$ cat src/hw/rtl/pewq_pkg.sv
`timescale 1ns / 1ps
// ----------------------------------------------------------------------------
// pewq_pkg
// Shared constants, types and codes for the periodic event wait queues.
// ----------------------------------------------------------------------------
package pewq_pkg;

  localparam int NUM_DEV   = 4;
  localparam int DEV_W     = $clog2(NUM_DEV);
  localparam int MAX_TASKS = 64;
  localparam int TASK_W    = $clog2(MAX_TASKS);
  localparam int PRIO_W    = 6;
  localparam int TIME_BITS = 32;
  localparam int PERIOD_W  = 16;
  localparam int REG_IDX_W = 2;

  localparam logic [PERIOD_W-1:0] PERIOD_RST [NUM_DEV] = '{
    16'd100, 16'd200, 16'd500, 16'd50
  };

  localparam logic KIND_WAIT = 1'b0;
  localparam logic KIND_TICK = 1'b1;

  typedef enum logic [2:0] {
    ST_IDLE,
    ST_WAIT,
    ST_SCAN,
    ST_DRAIN,
    ST_CLEAR
  } state_t;

  typedef struct packed {
    logic                 we;
    logic [REG_IDX_W-1:0] idx;
    logic [PERIOD_W-1:0]  data;
  } cfg_wr_t;

  typedef struct packed {
    logic                 fire;
    logic [TIME_BITS-1:0] now;
  } tick_req_t;

  typedef struct packed {
    logic              fire;
    logic [DEV_W-1:0]  dev;
    logic [TASK_W-1:0] task_id;
    logic [PRIO_W-1:0] prio;
  } wait_req_t;

endpackage

$ cat src/hw/rtl/periodic_event_wait_queues.sv
`timescale 1ns / 1ps
// ----------------------------------------------------------------------------
// periodic_event_wait_queues
// Four periodic event sources with FIFO wait queues of tasks.
// ----------------------------------------------------------------------------
// Wait: busy after the transfer while the queued flag is read.
// Tick: busy for a scan state before each drained device (a single scan if none
//   drains) and a drain of its tasks; within a queue, wake transfers follow
//   one per cycle, set by the registered read of the link RAM.
// Results are strobed for one cycle on out_valid; the receiver cannot stall.
// Reset (rst_n low, synchronous): periods 100/200/500/50, match times equal
//   to the periods, all queues empty; busy after reset while the queued
//   flags are cleared.
module periodic_event_wait_queues
  import pewq_pkg::*;
(
  input  logic                 clk,
  input  logic                 rst_n,
  input  logic                 start,
  output logic                 busy,
  input  logic                 in_kind,
  input  logic [DEV_W-1:0]     in_device,
  input  logic [TASK_W-1:0]    in_task_id,
  input  logic [PRIO_W-1:0]    in_task_prio,
  input  logic [TIME_BITS-1:0] in_now_ms,
  output logic                 out_valid,
  output logic [TASK_W-1:0]    out_woken_task,
  output logic [PRIO_W-1:0]    out_woken_prio,
  output logic [DEV_W-1:0]     out_from_device,
  output logic                 out_last,
  input  logic                 cfg_valid,
  output logic                 cfg_ready,
  input  logic [REG_IDX_W-1:0] cfg_index,
  input  logic [PERIOD_W-1:0]  cfg_wdata
);

  cfg_wr_t            cfg_wr;
  tick_req_t          tick;
  wait_req_t          wait_req;
  logic [NUM_DEV-1:0] match;
  logic               accept;

  assign cfg_ready = 1'b1;
  assign accept    = start && !busy;

  assign cfg_wr.we   = cfg_valid && cfg_ready;
  assign cfg_wr.idx  = cfg_index;
  assign cfg_wr.data = cfg_wdata;

  assign tick.fire = accept && (in_kind == KIND_TICK);
  assign tick.now  = in_now_ms;

  assign wait_req.fire    = accept && (in_kind == KIND_WAIT);
  assign wait_req.dev     = in_device;
  assign wait_req.task_id = in_task_id;
  assign wait_req.prio    = in_task_prio;

  pewq_timer u_timer (
    .clk    (clk),
    .rst_n  (rst_n),
    .cfg_wr (cfg_wr),
    .tick   (tick),
    .match  (match)
  );

  pewq_queue u_queue (
    .clk       (clk),
    .rst_n     (rst_n),
    .wait_req  (wait_req),
    .tick_fire (tick.fire),
    .match     (match),
    .busy      (busy),
    .out_valid (out_valid),
    .out_task  (out_woken_task),
    .out_prio  (out_woken_prio),
    .out_dev   (out_from_device),
    .out_last  (out_last)
  );

endmodule

$ cat src/hw/rtl/pewq_ram.sv
`timescale 1ns / 1ps
// ----------------------------------------------------------------------------
// pewq_ram
// Generic single-write, single-read RAM with registered read data.
// ----------------------------------------------------------------------------
module pewq_ram #(
  parameter int WIDTH = 8,
  parameter int DEPTH = 64
) (
  input  logic                     clk,
  input  logic                     we,
  input  logic [$clog2(DEPTH)-1:0] waddr,
  input  logic [WIDTH-1:0]         wdata,
  input  logic [$clog2(DEPTH)-1:0] raddr,
  output logic [WIDTH-1:0]         rdata
);

  logic [WIDTH-1:0] mem [DEPTH];

  always_ff @(posedge clk) begin
    if (we) begin
      mem[waddr] <= wdata;
    end
    rdata <= mem[raddr];
  end

endmodule

$ cat src/hw/rtl/pewq_timer.sv
`timescale 1ns / 1ps
// ----------------------------------------------------------------------------
// pewq_timer
// Period registers and next match times; flags devices due at a tick.
// ----------------------------------------------------------------------------
module pewq_timer
  import pewq_pkg::*;
(
  input  logic               clk,
  input  logic               rst_n,
  input  cfg_wr_t            cfg_wr,
  input  tick_req_t          tick,
  output logic [NUM_DEV-1:0] match
);

  logic [PERIOD_W-1:0]  period_r   [NUM_DEV];
  logic [TIME_BITS-1:0] match_tm_r [NUM_DEV];

  always_comb begin
    for (int d = 0; d < NUM_DEV; d++) begin
      match[d] = (match_tm_r[d] <= tick.now);
    end
  end

  always_ff @(posedge clk) begin
    if (!rst_n) begin
      for (int d = 0; d < NUM_DEV; d++) begin
        period_r[d]   <= PERIOD_RST[d];
        match_tm_r[d] <= TIME_BITS'(PERIOD_RST[d]);
      end
    end else begin
      for (int d = 0; d < NUM_DEV; d++) begin
        if (cfg_wr.we && (cfg_wr.idx == REG_IDX_W'(d))) begin
          period_r[d] <= cfg_wr.data;
        end
        if (tick.fire && match[d]) begin
          match_tm_r[d] <= tick.now + TIME_BITS'(period_r[d]);
        end
      end
    end
  end

endmodule

$ cat src/hw/rtl/pewq_queue.sv
`timescale 1ns / 1ps
// ----------------------------------------------------------------------------
// pewq_queue
// Per-device linked task queues in RAM; append on wait, drain on tick.
// ----------------------------------------------------------------------------
module pewq_queue
  import pewq_pkg::*;
(
  input  logic               clk,
  input  logic               rst_n,
  input  wait_req_t          wait_req,
  input  logic               tick_fire,
  input  logic [NUM_DEV-1:0] match,
  output logic               busy,
  output logic               out_valid,
  output logic [TASK_W-1:0]  out_task,
  output logic [PRIO_W-1:0]  out_prio,
  output logic [DEV_W-1:0]   out_dev,
  output logic               out_last
);

  state_t state_r, state_nxt;

  logic [NUM_DEV-1:0]   mask_r, mask_nxt;
  logic [DEV_W-1:0]     dev_r, dev_nxt;
  logic [TASK_W-1:0]    cur_r, cur_nxt;
  logic [TASK_W-1:0]    head_r [NUM_DEV];
  logic [TASK_W-1:0]    tail_r [NUM_DEV];
  logic [NUM_DEV-1:0]   head_vld_r;
  logic [TASK_W-1:0]    clr_r;
  logic [DEV_W-1:0]     wdev_r;
  logic [TASK_W-1:0]    wtask_r;
  logic [PRIO_W-1:0]    wprio_r;

  logic [TASK_W-1:0] rd_addr;
  logic [TASK_W-1:0] link_rdata;
  logic [PRIO_W-1:0] prio_rdata;
  logic [0:0]        q_rdata;
  logic              q_we;
  logic [TASK_W-1:0] q_waddr;
  logic [0:0]        q_wdata;
  logic              wait_ok;
  logic              link_we;
  logic              pick_any;
  logic [DEV_W-1:0]  pick_dev;
  logic              is_end;

  assign wait_ok = (state_r == ST_WAIT) && !q_rdata[0];
  assign link_we = wait_ok && head_vld_r[wdev_r];
  assign is_end  = (cur_r == tail_r[dev_r]);

  // lowest pending device first
  always_comb begin
    pick_any = 1'b0;
    pick_dev = '0;
    for (int d = NUM_DEV - 1; d >= 0; d--) begin
      if (mask_r[d]) begin
        pick_any = 1'b1;
        pick_dev = DEV_W'(d);
      end
    end
  end

  // per-task queued flag, read when a wait is taken
  pewq_ram #(.WIDTH(1), .DEPTH(MAX_TASKS)) u_queued_ram (
    .clk   (clk),
    .we    (q_we),
    .waddr (q_waddr),
    .wdata (q_wdata),
    .raddr (wait_req.task_id),
    .rdata (q_rdata)
  );

  pewq_ram #(.WIDTH(PRIO_W), .DEPTH(MAX_TASKS)) u_prio_ram (
    .clk   (clk),
    .we    (wait_ok),
    .waddr (wtask_r),
    .wdata (wprio_r),
    .raddr (rd_addr),
    .rdata (prio_rdata)
  );

  pewq_ram #(.WIDTH(TASK_W), .DEPTH(MAX_TASKS)) u_link_ram (
    .clk   (clk),
    .we    (link_we),
    .waddr (tail_r[wdev_r]),
    .wdata (wtask_r),
    .raddr (rd_addr),
    .rdata (link_rdata)
  );

  // next state
  always_comb begin
    state_nxt = state_r;
    case (state_r)
      ST_CLEAR: begin
        if (clr_r == TASK_W'(MAX_TASKS - 1)) begin
          state_nxt = ST_IDLE;
        end
      end
      ST_IDLE: begin
        if (tick_fire) begin
          state_nxt = ST_SCAN;
        end else if (wait_req.fire) begin
          state_nxt = ST_WAIT;
        end
      end
      ST_WAIT: begin
        state_nxt = ST_IDLE;
      end
      ST_SCAN: begin
        state_nxt = pick_any ? ST_DRAIN : ST_IDLE;
      end
      ST_DRAIN: begin
        if (is_end) begin
          state_nxt = (mask_r == '0) ? ST_IDLE : ST_SCAN;
        end
      end
      default: state_nxt = ST_IDLE;
    endcase
  end

  // outputs and datapath
  always_comb begin
    busy      = (state_r != ST_IDLE);
    out_valid = 1'b0;
    out_last  = 1'b0;
    out_task  = cur_r;
    out_prio  = prio_rdata;
    out_dev   = dev_r;
    mask_nxt  = mask_r;
    dev_nxt   = dev_r;
    cur_nxt   = cur_r;
    rd_addr   = link_rdata;
    q_we      = 1'b0;
    q_waddr   = wtask_r;
    q_wdata   = 1'b1;
    case (state_r)
      ST_CLEAR: begin
        q_we    = 1'b1;
        q_waddr = clr_r;
        q_wdata = 1'b0;
      end
      ST_IDLE: begin
        if (tick_fire) begin
          mask_nxt = match & head_vld_r;
        end
      end
      ST_WAIT: begin
        q_we = wait_ok;
      end
      ST_SCAN: begin
        rd_addr = head_r[pick_dev];
        if (pick_any) begin
          cur_nxt            = head_r[pick_dev];
          dev_nxt            = pick_dev;
          mask_nxt[pick_dev] = 1'b0;
        end
      end
      ST_DRAIN: begin
        out_valid = 1'b1;
        out_last  = is_end && (mask_r == '0);
        cur_nxt   = link_rdata;
        q_we      = 1'b1;
        q_waddr   = cur_r;
        q_wdata   = 1'b0;
      end
      default: begin
        mask_nxt = '0;
      end
    endcase
  end

  always_ff @(posedge clk) begin
    if (!rst_n) begin
      state_r    <= ST_CLEAR;
      mask_r     <= '0;
      head_vld_r <= '0;
      clr_r      <= '0;
      for (int d = 0; d < NUM_DEV; d++) begin
        tail_r[d] <= '0;
      end
    end else begin
      state_r <= state_nxt;
      mask_r  <= mask_nxt;
      if (state_r == ST_CLEAR) begin
        clr_r <= clr_r + 1'b1;
      end
      if (wait_ok) begin
        tail_r[wdev_r]     <= wtask_r;
        head_vld_r[wdev_r] <= 1'b1;
      end
      if (state_r == ST_IDLE && tick_fire) begin
        head_vld_r <= head_vld_r & ~match;
      end
    end
  end

  always_ff @(posedge clk) begin
    dev_r <= dev_nxt;
    cur_r <= cur_nxt;
    if (wait_req.fire) begin
      wdev_r  <= wait_req.dev;
      wtask_r <= wait_req.task_id;
      wprio_r <= wait_req.prio;
    end
    if (wait_ok && !head_vld_r[wdev_r]) begin
      head_r[wdev_r] <= wtask_r;
    end
  end

endmodule
$ cat config.mk
export PLATFORM = sky130hd
export DESIGN_NAME = periodic_event_wait_queues
export DESIGN_NICKNAME = d
export VERILOG_FILES = /design/src/hw/rtl/pewq_pkg.sv /design/src/hw/rtl/periodic_event_wait_queues.sv /design/src/hw/rtl/pewq_ram.sv /design/src/hw/rtl/pewq_timer.sv /design/src/hw/rtl/pewq_queue.sv
export SDC_FILE = /design/constraint.sdc
export NUM_CORES = 2
export LEC_CHECK = 0
export ABC_AREA = 1
export ABC_CLOCK_PERIOD_IN_PS = 3300
export BUFFER_PORTS_ARGS = -buffer_cell sky130_fd_sc_hd__buf_2
export CORE_MARGIN = 4
export CORE_UTILIZATION = 42
export DETAILED_ROUTE_END_ITERATION = 8
export PLACE_DENSITY_LB_ADDON = 0.15
export RECOVER_POWER = 100
export SYNTH_ARGS = -nofsm -noshare
export SYNTH_HDL_FRONTEND = slang
export SYNTH_HIERARCHICAL = 1
export SYNTH_SLANG_ARGS = --single-unit
export TNS_END_PERCENT = 30
$ cat constraint.sdc
create_clock -name clk -period 3.3 [get_ports clk]
set_input_delay 0.33 -clock clk [delete_from_list [all_inputs] [get_ports clk]]
set_output_delay 0.33 -clock clk [all_outputs]
set_load 0.05 [all_outputs]
==> results.py <==
metrics = {
    "floorplanning": {
        "io_pins": 87,
        "num_rows": 132,
        "die_height_um": 370,
        "core_area_sq_um": 130000,
        "initial_core_util": 0.424,
        "die_width_um": 370,
        "design.die.area_sq_um": 137000,
    },
    "critical_path": {
        "cp-start-kind": "flop",
        "cp.required_ns": 3.61,
        "crit_type": "flop to flop",
        "crit_arrival_ns": 3.52,
        "worstSetupEndpointType": "flop",
        "cp_max_fo": 11,
    },
    "status": {
        "failed_checks": "capacitance limit, slew limit",
        "status": "finished, violations left",
    },
    "power": {
        "leakage_nw": 24.7,
        "p_total_mw": 40.9,
        "peakVddDrop_mv": 0.628,
        "pwr_density_cell_nw_per_um2": 663,
    },
    "logic_synthesis": {
        "ys_seq_area_frac": 0.610,
        "synth.distinct_cells": 54,
        "synth-async-reset-ratio": 0,
        "syn_avg_cell_area_sq_um": 9.71,
        "syn_nets": 5923,
        "synthesis.area_sq_um": 54900,
        "synth_top_area_cell": "edfxtp_1",
        "ys_seq_elements": 1128,
        "netlist_instances": 5657,
        "synthTopCellsByArea": "edfxtp_1 60%, nand2_1 12%, nand3_1 8.0%, ha_1 4.4%, nor2_1 3.8%",
        "synth_edf_count": 1094,
        "synth_top_area_share": 0.598,
        "synthFlopType": "edfxtp_1",
        "yosys_warnings": 6,
    },
    "cts": {
        "cts_buffer_depth": 3,
        "path_clk_slew_ns": 0.06,
        "cts-root-buf": "clkbuf_16",
        "cts_tree": "built",
        "cts_max_level": 3,
        "clock_latency_ns": 0.75,
        "cts_buffers": 120,
        "clock_sinks": 1128,
    },
    "global_route": {
        "grt_pass1_vias": 39300,
        "grt_max_degree": 92,
        "grt_use_met3": 0.0307,
        "grt_overflow": 0,
        "grt_antenna_before_repair": 0,
        "grtUsageTotal": 0.237,
        "top_usage_layer": "met2",
        "gr-usage-met1": 0.322,
        "grt_pass1_wl_um": 246000,
        "use_met2": 0.399,
    },
    "sta": {
        "fin_skew_ns": 0.0698,
        "tightest_slew_ns": 2.04,
        "rsz0062_at_grt": "no",
        "clock.fmax_mhz": 312,
        "max_slew_margin": -0.361,
        "setup_violations": 0,
        "worst_slack_ns": 0.0909,
        "holdWs_ns": 0.0372,
        "finalCritPeriodShare": 0.972,
        "setup_tns_ns": 0,
        "min_period_ns": 3.21,
        "slew_violations": 553,
        "final_hold_viol_count": 0,
    },
    "routing": {
        "dr.pass1.iters": 8,
        "vias": 40800,
        "wirelength_um": 165000,
        "antenna_left": 0,
        "drc": 0,
        "drtIter0Drc": 3491,
        "vias_per_cell": 5.33,
        "drt-wirelength-per-cell_um": 21.5,
    },
    "placed_design": {
        "port_buffers": 85,
        "dp_hpwl_um": 111000,
        "gp_routability_congestion": 0.993,
        "pre_cts_ws_ns": 0.148,
        "dp_cells": 7411,
    },
    "layout": {
        "area_growth_pct": 12.3,
        "fin_cells": 7665,
        "antenna_cells": 0,
        "layout.nets": 6085,
        "layout-drive-gt1-share": 0.0645,
        "num-fill-cells": 12100,
    },
    "min_path": {
        "hold_path.class": "input pin to flop",
    },
    "job": {
        "drv_cap": 9,
    },
}
sequential cells by signal (all words and copies together), names as in the netlist, named ones only:
name and cells:
u_queue/head_vld_r 4, u_queue/mask_r 4, u_timer/period_r 64, u_queue/wprio_r 6, u_timer/match_tm_r 128, u_queue/wtask_r 6
u_queue/u_queued_ram/mem 64, u_queue/u_prio_ram/mem 384, u_queue/clr_r 6, u_queue/u_queued_ram/rdata 1, u_queue/wdev_r 2, u_queue/u_prio_ram/rdata 6
u_queue/u_link_ram/mem 384, u_queue/tail_r 24, u_queue/out_task 6, u_queue/head_r 24, u_queue/out_dev 2, u_queue/state_r 3
u_queue/u_link_ram/rdata 6
per-stage QoR:
stage / area (sq um) / util
after floorplan: 54900 / -
after global placement: 57900 / 0.447
after detailed placement: 57900 / 0.447
after CTS: 62000 / 0.479
after global routing: 61700 / 0.476
final: 61700 / 0.476
cells in the mapped netlist (all sizes together) (2+ instances only):
cell    count
nor4       25
inv       435
xor2       42
nand3b      2
nand2    1808
nand4      65
nor2      566
or2         2
a21o        6
o221ai      5
buf       173
clkbuf     44
nand3     883
o21ai      79
o22ai       7
fa          4
nor3b       2
a21oi     114
ha        193
xnor2      23
o31ai       3
a221oi      3
edfxtp   1094
nor3       22
o21a        9
dfxtp      34
o211ai      6
o21bai      3
area by class of cell:
cell class / instances / area [sq um] / area share
Sequential cell: 1128 / 33500 / 0.543
Clock buffer: 162 / 3310 / 0.0537
Timing Repair Buffer: 257 / 1850 / 0.0300
Tap cell: 1742 / 2180 / 0.0353
Multi-Input combinational cell: 3876 / 18600 / 0.301
Clock inverter: 64 / 591 / 0.00957
Inverter: 436 / 1650 / 0.0268
critical path: stages, from the launching register on:
cell and delay, ns:
dfxtp_1 0.31, inv_1 0.15, nand2_1 0.18, nor3_4 0.56, inv_4 0.10, nor2_1 0.21
buf_4 0.20, nand4_1 0.10, clkbuf_2 0.33, nor2_1 0.63
per-layer routing:
metal | share of wire | wire length (um)
met5 | 0 | 0
met1 | 0.43 | 71300
met2 | 0.48 | 78800
met4 | 0.034 | 5610
met3 | 0.057 | 9440
worst paths after layout:
path	startpoint	endpoint	slack [ns]	depth (start not counted)
setup / recovery	u_queue/state_r[2]	u_queue/u_link_ram/mem[37][4]	0.09	9
hold / removal	cfg_wdata[4]	u_timer/period_r[3][4]	0.04	3
setup reg to reg	u_queue/state_r[2]	u_queue/u_link_ram/mem[37][4]	0.09	9
hold reg to reg	u_queue/head_vld_r[1]	u_queue/head_vld_r[1]	0.51	2
cells by family after synthesis:
group / Yosys count / share of synthesized area
compound gates: 237 / 0.0238
fa+ha+maj: 197 / 0.0454
xor+xnor: 65 / 0.0104
other cells: 1 / 0.0000683
buf+inv: 653 / 0.0511
simple gates: 3376 / 0.259
flops: 1128 / 0.610
power by group:
group,switching [mW],internal [mW]
clock,5.67,7.64
combinational,8.19,3.49
sequential,0.178,15.7
layout by cell type (no fill, tap or decap), types with 12 or more instances in the layout:
cell type,synthesis,final
a21oi_1,114,114
buf_12,0,17
buf_2,104,59
buf_4,42,54
clkbuf_1,42,96
clkbuf_16,0,124
clkbuf_2,2,23
clkbuf_8,0,13
clkinv_1,1,29
clkinv_2,0,21
dfxtp_1,34,32
dlygate4sd3_1,0,23
edfxtp_1,1094,1094
ha_1,193,193
inv_1,414,417
inv_2,19,12
nand2_1,1801,1803
nand3_1,880,878
nand4_1,64,65
nor2_1,557,561
nor3_1,17,17
nor4_1,24,25
o21ai_0,66,69
xnor2_1,23,23
xor2_1,42,42
timing repair:
item | in CTS | in global routing
buffers inserted | 0 | 2
gates resized for setup | 0 | 14
endpoints found under the setup margin | 0 | 10
hold buffers | 23 | 0
endpoints found under the hold margin | 45 | 0
Note: power is estimated with default switching activity, not from simulation.
